## src/bba_pkg.sv

```systemverilog
// Shared types, constants and codes of the bitmap block allocator.
package bba_pkg;

    localparam int WORDS      = 32;
    localparam int WORD_BITS  = 32;
    localparam int WORD_IDX_W = $clog2(WORDS);
    localparam int BIT_IDX_W  = $clog2(WORD_BITS);
    localparam int INDEX_W    = WORD_IDX_W + BIT_IDX_W;
    localparam int WC_W       = 6;
    localparam int BS_W       = 17;
    localparam int ADDR_W     = 32;
    localparam int OFF_W      = INDEX_W + BS_W - 1;
    localparam int PROD_W     = INDEX_W + BS_W;
    localparam int DIV_CNT_W  = $clog2(INDEX_W + 1);

    localparam logic [BS_W-1:0] MAX_BLOCK = BS_W'(65536);

    typedef enum logic [1:0] {
        ACT_ALLOC   = 2'd0,
        ACT_RELEASE = 2'd1,
        ACT_CLEAR   = 2'd2,
        ACT_NONE    = 2'd3
    } action_t;

    typedef enum logic [1:0] {
        ST_OK       = 2'd0,
        ST_FULL     = 2'd1,
        ST_BAD_SIZE = 2'd2,
        ST_BAD_ADDR = 2'd3
    } status_t;

    typedef enum logic [1:0] {
        CFG_WORD_COUNT = 2'd0,
        CFG_BLOCK_SIZE = 2'd1,
        CFG_HEAP_BASE  = 2'd2
    } cfg_index_t;

    typedef enum logic [3:0] {
        S_IDLE,
        S_MOD,
        S_RD,
        S_CHK,
        S_MUL,
        S_ADDR,
        S_TOT,
        S_RANGE,
        S_DIV,
        S_RRD,
        S_RWR,
        S_DONE
    } state_t;

    // Request bundle from the sequencer to the bitmap store.
    typedef struct packed {
        logic                  rd_en;
        logic [WORD_IDX_W-1:0] rd_addr;
        logic                  wr_en;
        logic [WORD_IDX_W-1:0] wr_addr;
        logic [WORD_BITS-1:0]  wr_data;
        logic                  clear;
    } bm_ctrl_t;

endpackage

```

## src/bitmap_block_allocator_core.sv

```systemverilog
// Top level of the bitmap block allocator: sequencer, configuration and result register.
//
// The block hands out and takes back fixed-size heap blocks tracked in a bitmap.
// Request beats arrive on the s_ stream (action, request size, release address)
// and each one produces exactly one result beat on the m_ stream (status, block
// index, block address). Configuration (word count, block size, heap base) is
// written through the cfg_ port; the user must write it only while the block is
// idle, as the block does not enforce it. One request is worked on at a time;
// s_tready is high only while the sequencer is idle. An allocate wraps the
// search hint inside the word count, then reads and checks one bitmap word at a
// time until one has room. A release inside the heap runs the ten-step restoring
// divider, then reads and rewrites the bitmap word; one outside the heap stops
// at the range check. A clear, a bad size or the unused action goes straight to
// the result. The next request beat can be taken in the same cycle as the result
// shows up. The result sits in an output register, so a stalled receiver only
// holds the sequencer once a second result is ready behind it.
// Reset empties the bitmap at once through per-word valid bits, zeroes the search
// hint and loads the configuration defaults: 32 words, 64-byte blocks, base 0.
module bitmap_block_allocator_core
(
    input  logic        clk,
    input  logic        rst_n,
    input  logic        s_tvalid,
    output logic        s_tready,
    // action [1:0], request_size [18:2], release_address [50:19], zero fill above
    input  logic [55:0] s_tdata,
    output logic        m_tvalid,
    input  logic        m_tready,
    // status [1:0], block_index [11:2], block_address [43:12], zero fill above
    output logic [47:0] m_tdata,
    input  logic        cfg_we,
    input  logic [1:0]  cfg_index,
    input  logic [31:0] cfg_data
);

    localparam int WI = bba_pkg::WORD_IDX_W;
    localparam int BI = bba_pkg::BIT_IDX_W;
    localparam int IW = bba_pkg::INDEX_W;
    localparam int WC = bba_pkg::WC_W;
    localparam int BS = bba_pkg::BS_W;
    localparam int AW = bba_pkg::ADDR_W;
    localparam int PW = bba_pkg::PROD_W;

    // Configuration registers.
    logic [WC-1:0] word_count_reg;
    logic [BS-1:0] block_size_reg;
    logic [AW-1:0] heap_base_reg;

    // Sequencer and datapath registers.
    bba_pkg::state_t  state_reg,      state_next;
    logic [WI-1:0]    hint_reg,       hint_next;
    logic [WI-1:0]    word_ptr_reg,   word_ptr_next;
    logic [WC-1:0]    scan_cnt_reg,   scan_cnt_next;
    logic [IW-1:0]    idx_reg,        idx_next;
    logic [PW-1:0]    prod_reg,       prod_next;
    logic [AW-1:0]    req_addr_reg,   req_addr_next;
    logic [AW-1:0]    off_reg,        off_next;
    bba_pkg::status_t res_status_reg, res_status_next;
    logic [AW-1:0]    res_addr_reg,   res_addr_next;

    // Output register.
    logic             out_valid_reg,  out_valid_next;
    bba_pkg::status_t out_status_reg, out_status_next;
    logic [IW-1:0]    out_index_reg,  out_index_next;
    logic [AW-1:0]    out_addr_reg,   out_addr_next;

    // Request fields.
    bba_pkg::action_t in_action;
    logic [BS-1:0]    in_size;
    logic [AW-1:0]    in_addr;

    // Effective configuration.
    logic [WC-1:0] wc_eff;
    logic [BS-1:0] bs_eff;

    // Bitmap and divider connections.
    bba_pkg::bm_ctrl_t              bm_ctrl;
    logic [bba_pkg::WORD_BITS-1:0]  rd_word;
    logic [BI-1:0]                  free_bit;
    logic                           div_start;
    logic                           div_busy;
    logic [IW-1:0]                  div_quot;
    logic [BS-1:0]                  div_rem;

    logic [WC-1:0] scan_cnt_inc;
    logic [WC-1:0] word_ptr_inc;
    logic          out_free;

    assign in_action = bba_pkg::action_t'(s_tdata[1:0]);
    assign in_size   = s_tdata[18:2];
    assign in_addr   = s_tdata[50:19];

    // Out-of-range settings are clamped rather than rejected.
    always_comb
    begin
        if (word_count_reg == '0)
        begin
            wc_eff = WC'(1);
        end
        else if (word_count_reg > WC'(bba_pkg::WORDS))
        begin
            wc_eff = WC'(bba_pkg::WORDS);
        end
        else
        begin
            wc_eff = word_count_reg;
        end

        if (block_size_reg == '0)
        begin
            bs_eff = BS'(1);
        end
        else if (block_size_reg > bba_pkg::MAX_BLOCK)
        begin
            bs_eff = bba_pkg::MAX_BLOCK;
        end
        else
        begin
            bs_eff = block_size_reg;
        end
    end

    // Lowest clear bit of the word just read; only used when the word is not full.
    always_comb
    begin
        free_bit = '0;
        for (int i = bba_pkg::WORD_BITS - 1; i >= 0; i--)
        begin
            if (!rd_word[i])
            begin
                free_bit = BI'(i);
            end
        end
    end

    always_ff @(posedge clk or negedge rst_n)
    begin
        if (!rst_n)
        begin
            word_count_reg <= WC'(32);
            block_size_reg <= BS'(64);
            heap_base_reg  <= '0;
        end
        else if (cfg_we)
        begin
            case (bba_pkg::cfg_index_t'(cfg_index))
                bba_pkg::CFG_WORD_COUNT: word_count_reg <= cfg_data[WC-1:0];
                bba_pkg::CFG_BLOCK_SIZE: block_size_reg <= cfg_data[BS-1:0];
                bba_pkg::CFG_HEAP_BASE:  heap_base_reg  <= cfg_data[AW-1:0];
                default:                 ;
            endcase
        end
    end

    assign s_tready     = (state_reg == bba_pkg::S_IDLE);
    assign out_free     = !out_valid_reg || m_tready;
    assign scan_cnt_inc = scan_cnt_reg + 1'b1;
    assign word_ptr_inc = WC'(word_ptr_reg) + 1'b1;

    always_comb
    begin
        state_next      = state_reg;
        hint_next       = hint_reg;
        word_ptr_next   = word_ptr_reg;
        scan_cnt_next   = scan_cnt_reg;
        idx_next        = idx_reg;
        prod_next       = prod_reg;
        req_addr_next   = req_addr_reg;
        off_next        = off_reg;
        res_status_next = res_status_reg;
        res_addr_next   = res_addr_reg;
        out_valid_next  = out_valid_reg;
        out_status_next = out_status_reg;
        out_index_next  = out_index_reg;
        out_addr_next   = out_addr_reg;
        bm_ctrl         = '0;
        div_start       = 1'b0;

        if (m_tready)
        begin
            out_valid_next = 1'b0;
        end

        case (state_reg)
            bba_pkg::S_IDLE:
            begin
                if (s_tvalid)
                begin
                    res_status_next = bba_pkg::ST_OK;
                    res_addr_next   = '0;
                    idx_next        = '0;
                    state_next      = bba_pkg::S_DONE;
                    case (in_action)
                        bba_pkg::ACT_ALLOC:
                        begin
                            if (in_size == '0 || in_size > bs_eff)
                            begin
                                res_status_next = bba_pkg::ST_BAD_SIZE;
                            end
                            else
                            begin
                                word_ptr_next = hint_reg;
                                state_next    = bba_pkg::S_MOD;
                            end
                        end
                        bba_pkg::ACT_RELEASE:
                        begin
                            req_addr_next = in_addr;
                            off_next      = in_addr - heap_base_reg;
                            state_next    = bba_pkg::S_TOT;
                        end
                        bba_pkg::ACT_CLEAR:
                        begin
                            bm_ctrl.clear = 1'b1;
                        end
                        default:
                        begin
                        end
                    endcase
                end
            end

            // Bring the hint below the word count by repeated subtraction.
            bba_pkg::S_MOD:
            begin
                if (WC'(word_ptr_reg) >= wc_eff)
                begin
                    word_ptr_next = WI'(WC'(word_ptr_reg) - wc_eff);
                end
                else
                begin
                    scan_cnt_next = '0;
                    state_next    = bba_pkg::S_RD;
                end
            end

            bba_pkg::S_RD:
            begin
                bm_ctrl.rd_en   = 1'b1;
                bm_ctrl.rd_addr = word_ptr_reg;
                state_next      = bba_pkg::S_CHK;
            end

            bba_pkg::S_CHK:
            begin
                if (&rd_word)
                begin
                    scan_cnt_next = scan_cnt_inc;
                    if (scan_cnt_inc == wc_eff)
                    begin
                        res_status_next = bba_pkg::ST_FULL;
                        state_next      = bba_pkg::S_DONE;
                    end
                    else
                    begin
                        word_ptr_next = (word_ptr_inc == wc_eff) ? '0 : WI'(word_ptr_inc);
                        state_next    = bba_pkg::S_RD;
                    end
                end
                else
                begin
                    bm_ctrl.wr_en   = 1'b1;
                    bm_ctrl.wr_addr = word_ptr_reg;
                    bm_ctrl.wr_data = rd_word
                                    | (bba_pkg::WORD_BITS'(1) << free_bit);
                    hint_next       = word_ptr_reg;
                    idx_next        = {word_ptr_reg, free_bit};
                    state_next      = bba_pkg::S_MUL;
                end
            end

            bba_pkg::S_MUL:
            begin
                prod_next  = PW'(idx_reg) * PW'(bs_eff);
                state_next = bba_pkg::S_ADDR;
            end

            bba_pkg::S_ADDR:
            begin
                res_addr_next = heap_base_reg + AW'(prod_reg);
                state_next    = bba_pkg::S_DONE;
            end

            // Heap size in words-times-bytes, shifted by the word width later.
            bba_pkg::S_TOT:
            begin
                prod_next  = PW'(bs_eff) * PW'(wc_eff);
                state_next = bba_pkg::S_RANGE;
            end

            bba_pkg::S_RANGE:
            begin
                if (off_reg >= AW'({prod_reg, BI'(0)}))
                begin
                    res_status_next = bba_pkg::ST_BAD_ADDR;
                    state_next      = bba_pkg::S_DONE;
                end
                else
                begin
                    div_start  = 1'b1;
                    state_next = bba_pkg::S_DIV;
                end
            end

            // The block start is the release address minus the remainder.
            bba_pkg::S_DIV:
            begin
                if (!div_busy)
                begin
                    idx_next      = div_quot;
                    res_addr_next = req_addr_reg - AW'(div_rem);
                    state_next    = bba_pkg::S_RRD;
                end
            end

            bba_pkg::S_RRD:
            begin
                bm_ctrl.rd_en   = 1'b1;
                bm_ctrl.rd_addr = idx_reg[IW-1:BI];
                state_next      = bba_pkg::S_RWR;
            end

            bba_pkg::S_RWR:
            begin
                bm_ctrl.wr_en   = 1'b1;
                bm_ctrl.wr_addr = idx_reg[IW-1:BI];
                bm_ctrl.wr_data = rd_word
                                & ~(bba_pkg::WORD_BITS'(1) << idx_reg[BI-1:0]);
                state_next      = bba_pkg::S_DONE;
            end

            bba_pkg::S_DONE:
            begin
                if (out_free)
                begin
                    out_valid_next  = 1'b1;
                    out_status_next = res_status_reg;
                    out_index_next  = (res_status_reg == bba_pkg::ST_OK) ? idx_reg : '0;
                    out_addr_next   = (res_status_reg == bba_pkg::ST_OK) ? res_addr_reg : '0;
                    state_next      = bba_pkg::S_IDLE;
                end
            end

            default:
            begin
                state_next = bba_pkg::S_IDLE;
            end
        endcase
    end

    always_ff @(posedge clk or negedge rst_n)
    begin
        if (!rst_n)
        begin
            state_reg     <= bba_pkg::S_IDLE;
            hint_reg      <= '0;
            out_valid_reg <= 1'b0;
        end
        else
        begin
            state_reg     <= state_next;
            hint_reg      <= hint_next;
            out_valid_reg <= out_valid_next;
        end
    end

    always_ff @(posedge clk)
    begin
        word_ptr_reg   <= word_ptr_next;
        scan_cnt_reg   <= scan_cnt_next;
        idx_reg        <= idx_next;
        prod_reg       <= prod_next;
        req_addr_reg   <= req_addr_next;
        off_reg        <= off_next;
        res_status_reg <= res_status_next;
        res_addr_reg   <= res_addr_next;
        out_status_reg <= out_status_next;
        out_index_reg  <= out_index_next;
        out_addr_reg   <= out_addr_next;
    end

    bba_bitmap u_bitmap
    (
        .clk     (clk),
        .rst_n   (rst_n),
        .ctrl    (bm_ctrl),
        .rd_word (rd_word)
    );

    bba_divider u_divider
    (
        .clk       (clk),
        .rst_n     (rst_n),
        .start     (div_start),
        .dividend  (off_reg[bba_pkg::OFF_W-1:0]),
        .divisor   (bs_eff),
        .busy      (div_busy),
        .quotient  (div_quot),
        .remainder (div_rem)
    );

    assign m_tvalid = out_valid_reg;
    assign m_tdata  = {4'b0, out_addr_reg, out_index_reg, out_status_reg};

endmodule

```

## src/bba_bitmap.sv

```systemverilog
// Bitmap store of used blocks with per-word valid bits for instant clearing.
module bba_bitmap
(
    input  logic                              clk,
    input  logic                              rst_n,
    input  bba_pkg::bm_ctrl_t                 ctrl,
    output logic [bba_pkg::WORD_BITS-1:0]     rd_word
);

    logic [bba_pkg::WORD_BITS-1:0] mem [bba_pkg::WORDS];
    logic [bba_pkg::WORDS-1:0]     valid_reg;
    logic [bba_pkg::WORD_BITS-1:0] rd_data_reg;
    logic                          rd_valid_reg;

    always_ff @(posedge clk)
    begin
        if (ctrl.wr_en)
        begin
            mem[ctrl.wr_addr] <= ctrl.wr_data;
        end
        if (ctrl.rd_en)
        begin
            rd_data_reg <= mem[ctrl.rd_addr];
        end
    end

    // A word that was never written since the last clear reads as all free.
    always_ff @(posedge clk or negedge rst_n)
    begin
        if (!rst_n)
        begin
            valid_reg    <= '0;
            rd_valid_reg <= 1'b0;
        end
        else
        begin
            if (ctrl.clear)
            begin
                valid_reg <= '0;
            end
            else if (ctrl.wr_en)
            begin
                valid_reg[ctrl.wr_addr] <= 1'b1;
            end
            if (ctrl.rd_en)
            begin
                rd_valid_reg <= valid_reg[ctrl.rd_addr];
            end
        end
    end

    assign rd_word = rd_valid_reg ? rd_data_reg : '0;

endmodule

```

## src/bba_divider.sv

```systemverilog
// Restoring divider that turns a heap offset into a block index, one bit per cycle.
module bba_divider
(
    input  logic                            clk,
    input  logic                            rst_n,
    input  logic                            start,
    input  logic [bba_pkg::OFF_W-1:0]       dividend,
    input  logic [bba_pkg::BS_W-1:0]        divisor,
    output logic                            busy,
    output logic [bba_pkg::INDEX_W-1:0]     quotient,
    output logic [bba_pkg::BS_W-1:0]        remainder
);

    logic                            active_reg;
    logic [bba_pkg::DIV_CNT_W-1:0]   cnt_reg;
    logic [bba_pkg::OFF_W-1:0]       rem_reg;
    logic [bba_pkg::OFF_W-1:0]       den_reg;
    logic [bba_pkg::INDEX_W-1:0]     quot_reg;
    logic                            fits;

    assign fits = (rem_reg >= den_reg);

    always_ff @(posedge clk or negedge rst_n)
    begin
        if (!rst_n)
        begin
            active_reg <= 1'b0;
            cnt_reg    <= '0;
        end
        else if (start)
        begin
            active_reg <= 1'b1;
            cnt_reg    <= bba_pkg::DIV_CNT_W'(bba_pkg::INDEX_W);
        end
        else if (active_reg)
        begin
            cnt_reg <= cnt_reg - 1'b1;
            if (cnt_reg == bba_pkg::DIV_CNT_W'(1))
            begin
                active_reg <= 1'b0;
            end
        end
    end

    // The divisor starts aligned to the top quotient bit and moves down each step.
    always_ff @(posedge clk)
    begin
        if (start)
        begin
            rem_reg  <= dividend;
            den_reg  <= bba_pkg::OFF_W'(divisor) << (bba_pkg::INDEX_W - 1);
            quot_reg <= '0;
        end
        else if (active_reg)
        begin
            if (fits)
            begin
                rem_reg <= rem_reg - den_reg;
            end
            quot_reg <= {quot_reg[bba_pkg::INDEX_W-2:0], fits};
            den_reg  <= den_reg >> 1;
        end
    end

    assign busy      = active_reg;
    assign quotient  = quot_reg;
    assign remainder = rem_reg[bba_pkg::BS_W-1:0];

endmodule

```

## config.mk

```make
export PLATFORM = sky130hd
export DESIGN_NAME = bitmap_block_allocator_core
export DESIGN_NICKNAME = d
export VERILOG_FILES = /design/src/bba_pkg.sv /design/src/bitmap_block_allocator_core.sv /design/src/bba_bitmap.sv /design/src/bba_divider.sv
export SDC_FILE = /design/constraint.sdc
export NUM_CORES = 2
export LEC_CHECK = 0
export BUFFER_PORTS_ARGS = -buffer_cell sky130_fd_sc_hd__buf_2
export CAP_MARGIN = 10
export CORE_ASPECT_RATIO = 0.6
export CORE_UTILIZATION = 25
export DETAILED_ROUTE_END_ITERATION = 8
export GPL_TIMING_DRIVEN = 0
export HOLD_SLACK_MARGIN = 0.08
export PLACE_DENSITY_LB_ADDON = 0.05
export SETUP_SLACK_MARGIN = 0.2
export SYNTH_ARGS = -nofsm -noshare
export SYNTH_HDL_FRONTEND = slang
export SYNTH_SLANG_ARGS = --single-unit
```

## constraint.sdc

```tcl
create_clock -name clk -period 17.1 [get_ports clk]
set_clock_uncertainty 0.05 [all_clocks]
set_input_delay 5.13 -clock clk [delete_from_list [all_inputs] [get_ports clk]]
set_output_delay 5.13 -clock clk [all_outputs]
set_load 0.01 [all_outputs]
```

* Yosys cells after proc, flatten, opt, wreduce, memory -nomap -nowiden
Memories as Yosys holds them, arrays and structs flattened. A register that Yosys moved wholly into a read port is not among the register bits.
Index checks and enable logic that the tools add are counted.
** Operators by class
- Reductions and logical operators :: 35
- Equal/unequal tests :: 30
- $add $sub $neg :: 8
- Shifts and indexed selects :: 2
- $mul :: 2
- $lt $le $gt $ge :: 9
- Bitwise gates (word level) :: 5
- Multiplexer cells :: 102
** Operators with widths (count)
- 5-bit 2-to-1 mux :: 39
- 32-bit 2-to-1 mux :: 5
- 26-bit 2-to-1 mux :: 5
- 32-bit case mux with 3 select lines :: 1
- 38-bit case mux with 2 select lines :: 1
- 32-bit OR :: 2
- 1-bit by 5-bit << shifter with 32-bit output, first input constant :: 2
- 27-bit case mux with 2 select lines :: 1
- 4-bit case mux with 11 select lines :: 1
- 38-bit 2-to-1 mux :: 1
- 4-bit 2-to-1 mux :: 9
- 17-bit logical NOT :: 2
- 17-bit 2-to-1 mux :: 2
- 32-bit by 27-bit adder with 32-bit output :: 1
- 32-bit bitwise AND :: 1
- 32-bit >= comparator :: 1
- 32-bit NOT :: 1
- 32-bit AND reduction :: 1
- 32-bit by 17-bit subtractor with 32-bit output :: 1
- 32-bit subtractor :: 1
- 10-bit 2-to-1 mux :: 3
- 10-bit case mux with 3 select lines :: 1
- 10-bit by 17-bit multiplier with 27-bit output :: 1
- 26-bit >= comparator :: 1
- 45 further kinds :: 109
** Storage, ports and cells
- Word-level logic and storage cells :: 219
- Bits of input ports :: 95
- Output and inout port bits :: 50
- RAM bits :: 1024
- Memories :: 1
- Register bits :: 355
** Memories
- u_bitmap.mem :: depth 32, bits a word 32, read ports 1, clocked after Yosys merged registers in 1, wr ports 1, line bba_bitmap.sv:10 : logic [bba_pkg::WORD_BITS-1:0] mem [bba_pkg::WORDS];

* Logic depth before layout (Yosys ltp)
- Depth in word-level cells :: 44
- Mapped depth :: 27
- Depth with buffers taken out :: 26

* Modules after synthesis
From an unflattened synthesis, not the netlist that was laid out.
** Unflattened totals
- Cells, all modules :: 4839
- Area, all modules :: 70432.6 um2
** Modules (own cells, without submodules)
- bba_bitmap :: cells an instance 1707, instances 1, area each 41462.3 um2, seq. area each 32536.2 um2
- bitmap_block_allocator_core :: cells an instance 2650, instances 1, area each 24631.1 um2, seq. area each 7334.5 um2
- bba_divider :: cells an instance 482, instances 1, area each 4339.2 um2, seq. area each 1796.7 um2

* Worst setup path after synthesis
Ideal clock, no wire load.
- Kind :: input-to-reg
- Start point :: in s_tdata[19]
- End point :: reg off_reg[28], data pin
- Required time :: 16.792 ns
- Path buffers :: 0
- Setup slack :: 9.375 ns
- Arrival time :: 7.417 ns
- Setup time :: 0.258 ns
- Stages :: 13
- Path through :: inv_1 -> ha_1 -> fa_1 -> nand2b_1 -> a21o_1 -> a21oi_1 -> o211ai_1 -> o22ai_1 -> o41ai_1 -> o211ai_1 -> a31o_2 -> a21oi_1 -> xnor2_1
** On the way
- Word-level cells in the longest chain between the ends :: 1
** Ends and longest elaborated chain
- start: declaration :: line bitmap_block_allocator_core.sv:26 : input logic [55:0] s_tdata,
- 32-bit subtractor :: line bitmap_block_allocator_core.sv:209 : off_next = in_addr - heap_base_reg;
- end signal: assignment :: line bitmap_block_allocator_core.sv:374 : off_reg <= off_next;
- end: declaration :: line bitmap_block_allocator_core.sv:57 : logic [AW-1:0] off_reg, off_next;
Every way passes these cells.
A chain may end at the register's enable or synchronous reset.

* Worst setup path in the final report
- Start point :: reg block_size_reg[8]
- End point :: reg prod_reg[26], data pin
** On the way
- Word-level cells in the longest chain between the ends :: 5
- Elaborated cells between the ends (all ways) :: 6
- Those cells by class :: 1 x mul; 1 x order compare; 3 x mux; 1 x reduce/logical
** Ends and longest elaborated chain
- start: declaration :: line bitmap_block_allocator_core.sv:46 : logic [BS-1:0] block_size_reg;
- start signal: assignment :: line bitmap_block_allocator_core.sv:148 : bba_pkg::CFG_BLOCK_SIZE: block_size_reg <= cfg_data[BS-1:0];
- 17-bit > comparator :: line bitmap_block_allocator_core.sv:113 : else if (block_size_reg > bba_pkg::MAX_BLOCK)
- 17-bit 2-to-1 mux :: line bitmap_block_allocator_core.sv:113
- 17-bit 2-to-1 mux * :: line bitmap_block_allocator_core.sv:109 : if (block_size_reg == '0)
- 10-bit by 17-bit multiplier with 27-bit output * :: line bitmap_block_allocator_core.sv:274 : prod_next = PW'(idx_reg) * PW'(bs_eff);
- 27-bit case mux with 2 select lines * :: line bitmap_block_allocator_core.sv:184 : case (state_reg)
- end signal: assignment :: line bitmap_block_allocator_core.sv:372 : prod_reg <= prod_next;
- end: declaration :: line bitmap_block_allocator_core.sv:55 : logic [PW-1:0] prod_reg, prod_next;
Every way passes the cells marked *; elsewhere a longest branch is shown, timed or not.

==> impl_summary.txt <==
----------------------------------------------------
[Drt]
  Post-route DRC violation count ... 0
  Wire length after detailed routing ... 268 mm
  Via total after detailed routing ... 45100
  Drt via density ... 4.80
  Detailed router's first-iteration violation count ... 4299
  Post-route antenna net violation count ... 0
  DRT Pass-1 Iters ... 6
  Average wire length per cell after detail routing ... 28.6 um

[Floorplanning]
  Chip height ... 413 um
  Die W ... 687 um
  Starting Density ... 0.252
  Number of cell rows ... 150
  Die Area ... 284000 um^2
  I/O pin cnt ... 145
  Area of the placeable core ... 279000 um^2

[Synth]
  Top cell type's share of synthesized area ... 0.550
  Arithmetic-cell share of the synthesized area counting full adders, half adders and majority gates ... 0.0963
  Top area cells in the synthesized netlist ... edfxtp_1, mux4_2, fa_1
  Number of enable flip-flop cells after synthesis ... 1289
  Post-synth top flop ... edfxtp_1
  Synth Area in XOR/XNOR ... 0.0194
  Total of flip-flops plus latches after synthesis ... 1411
  Cell taking the most area after synthesis ... edfxtp_1
  Number of unique standard cell types used by synthesis ... 91
  Post-synthesis area per instance ... 13.7 um^2
  Leading cell type by number of instances after synthesis ... edfxtp_1
  Dominant combinational cell family by area after synthesis ... multiplexers
  Most common library cells after synthesis ... edfxtp_1, nand2_1, inv_1, mux4_2, ha_1
  Warnings from Yosys ... 0
  Synthesized instance count ... 5129
  Cell area after technology mapping ... 70400 um^2
  Async set-or-reset flop fraction in the synthesized netlist ... 0.0730
  Sequential cell area fraction in the yosys report ... 0.592
  Post-synthesis compound-gate area fraction ... 0.0669
  Share of cell area taken by muxes after synthesis ... 0.0968
  Area share of and/or/nand/nor cells after synthesis ... 0.0967

[Final layout]
  Post-layout nets ... 6056
  Proportion of layout cells with a drive suffix above 1 ... 0.162
  Post-Layout Inst Area ... 83400 um^2
  Register bank with the most flops ... u_bitmap.mem
  Finished Layout Cells ... 9385
  Flip-flop count of the largest register after layout ... 1024
  Synthesis-to-layout area growth ... 18.5%

[Placed design]
  Instance area at placement ... 78300 um^2
  Placed Instances ... 9087
  Placer's final routability congestion estimate ... 0.875
  Buffers added on ports ... 135
  Detailed-placement wirelength estimate ... 202 mm

[Worst setup path]
  Kind of cell adding the most delay to the critical path ... adder cells
  Peak per-stage delay on the critical path ... 0.66 ns
  Count of buffer and inverter cells on the critical path ... 5
  Required time at the endpoint of the critical path ... 17.59 ns
  Largest fanout of any net on the critical path ... 10
  WP data arrival ... 9.71 ns
  Worst path slowest cell ... clkbuf_1
  Setup Crit Path Kind ... reg -> reg
  Top cell by count, worst path ... fa_1
  Element type at the critical path start ... flop
  Critical path capture point type ... flop

[Clock tree]
  TritonCTS clock tree ... built
  Buffer type at the clock tree root ... clkbuf_16
  Total number of H-tree levels ... 4
  Worst skew pair latency ... 0.84 ns
  Clock transition at the register clock pins on the worst setup and hold paths after CTS ... 0.06 ns
  Clock tree buffer depth ... 4
  Number of buffers created by CTS ... 162
  Post-cts repair resize count ... 0
  Clock Sinks ... 1411
  Setup repair bufs after CTS ... 0
  Quantity of hold-fixing buffers added after cts ... 0

[Timing]
  Total count of hold-check failures in the final report ... 0
  Worst-margin pin slew ... 1.34 ns
  Fraction of the cycle the final worst path needs ... 0.539
  Setup-failing EPs final ... 0
  Max_slew headroom ... 0.107
  Count of pins over their slew limit ... 0
  Minimum period implied by the final worst setup slack ... 9.22 ns
  Setup repair after global routing missed its margin ... no
  Final sum of negative setup slack ... 0 ns
  Maximum achievable frequency ... 108 MHz

[GRT]
  Largest net degree at the start of global routing ... 66
  Overflow left after global routing ... 0
  Vias in the first global route ... 44400
  Total Routing Usage GR ... 0.187
  Global-route wire length before repair ... 370 mm
  Antenna violations before repair ... 40

[Power]
  VDD IR-drop max ... 0.0913 mV
  Total power per unit cell area ... 187 nW/um^2
  Leakage power of the design ... 29.7 nW

[Run status]
  Status ... finished, final reports clean

[Job]
  # Max-Cap Violations ... 0

[Hold path]
  Class of the most critical hold timing path ... reg -> reg

----------------------------------------------------
==> layout by cell type (no fill, tap or decap), drive strengths merged, types with 9 or more instances in the layout <==
| cell | synthesis | routed |
|---|---|---|
| a211oi | 23 | 23 |
| a21boi | 11 | 11 |
| a21o | 49 | 49 |
| a21oi | 175 | 175 |
| a22oi | 11 | 11 |
| a31oi | 21 | 21 |
| and2 | 100 | 100 |
| and3 | 56 | 56 |
| buf | 57 | 291 |
| bufinv | 0 | 9 |
| clkbuf | 178 | 382 |
| clkinv | 1 | 64 |
| dfrtp | 101 | 101 |
| dfxtp | 19 | 19 |
| diode | 0 | 9 |
| edfxtp | 1289 | 1289 |
| fa | 184 | 184 |
| ha | 247 | 247 |
| inv | 342 | 347 |
| mux2 | 59 | 59 |
| mux2i | 20 | 20 |
| mux4 | 264 | 264 |
| nand2 | 644 | 644 |
| nand2b | 39 | 39 |
| nand3 | 224 | 224 |
| nand4 | 22 | 22 |
| nor2 | 223 | 223 |
| nor2b | 35 | 35 |
| nor3 | 50 | 50 |
| nor4 | 16 | 16 |
| o211ai | 52 | 52 |
| o21a | 64 | 64 |
| o21ai | 205 | 205 |
| o21bai | 18 | 18 |
| o22ai | 30 | 30 |
| o31ai | 14 | 14 |
| or2 | 15 | 15 |
| or3 | 15 | 15 |
| xnor2 | 88 | 88 |
| xor2 | 68 | 68 |
==> worst register-to-register path: cells and delay by family (launching register included) <==
kind | cells | cell delay [ns]
flip-flops | 1 | 0.60
adder cells (fa/ha/maj) | 6 | 2.99
AO/OA/AOI/OAI | 5 | 1.59
AND/OR/NAND/NOR | 9 | 1.80
buffers and inverters | 5 | 1.47
XOR/XNOR | 1 | 0.42
==> power breakdown <==
group	total (W)	internal, W	switching, W
logic	0.00719	0.00248	0.00471
registers	0.00496	0.00458	0.000381
clock network	0.00341	0.00191	0.00149
total	0.0156	0.00898	0.00659
==> routing by layer <==
layer | share of wire | routed length (um) | track usage
met1 | 0.57 | 154000 | 0.329
met2 | 0.34 | 90700 | 0.216
met3 | 0.072 | 19300 | 0.0448
met4 | 0.016 | 4330 | 0.0313
met5 | 0.000075 | 20 | 0
==> final timing paths <==
check / start / to / slack (ns) / cells after the start
min: hint_reg[1] / hint_reg[1] / 0.43 / 2
min reg2reg: hint_reg[1] / hint_reg[1] / 0.43 / 2
min in group asynchronous: rst_n / heap_base_reg[27] / 4.17 / 1
max in group asynchronous: rst_n / u_bitmap.valid_reg[28] / 12.00 / 2
max: block_size_reg[8] / prod_reg[26] / 7.88 / 26
max reg2reg: block_size_reg[8] / prod_reg[26] / 7.88 / 26
==> logic make-up (layout without fill, tap and decap cells) <==
| logic type | Yosys count | in the layout |
|---|---|---|
| AOI/OAI and AO/OA | 732 | 732 |
| xor gates and xnor gates | 156 | 156 |
| adders and majority gates | 431 | 431 |
| buffers and inverters | 578 | 1098 |
| DFF | 1411 | 1411 |
| muxes | 343 | 343 |
| other | 1 | 13 |
| and+or+nand+nor | 1477 | 1477 |
==> final cells by class <==
type                    instances  area [um^2]
plain buffers                 235          937
clock inverters                82          652
clock buffers                 204         4300
inverters                     343         1290
diodes                          9         22.5
fillers                     28200       196000
multi-input cells            3143        27100
flip-flops and latches       1411        41700
repair buffers                234         2740
well taps                    3724         4660
==> through the flow <==
stage | util | total power (W) | hold WS, ns | setup slack [ns]
finish | 0.298 | 0.0156 | 0.434 | 7.88
CTS | 0.298 | 0.0157 | 0.435 | 7.90
floorplan | - | 0.00906 | 0.377 | 9.37
global route | 0.298 | 0.0165 | 0.460 | 7.45
detailed placement | 0.281 | 0.0122 | 0.420 | 7.93
global placement | 0.271 | 0.0120 | 0.407 | 7.98
Note: power is estimated with default switching activity, not from simulation.
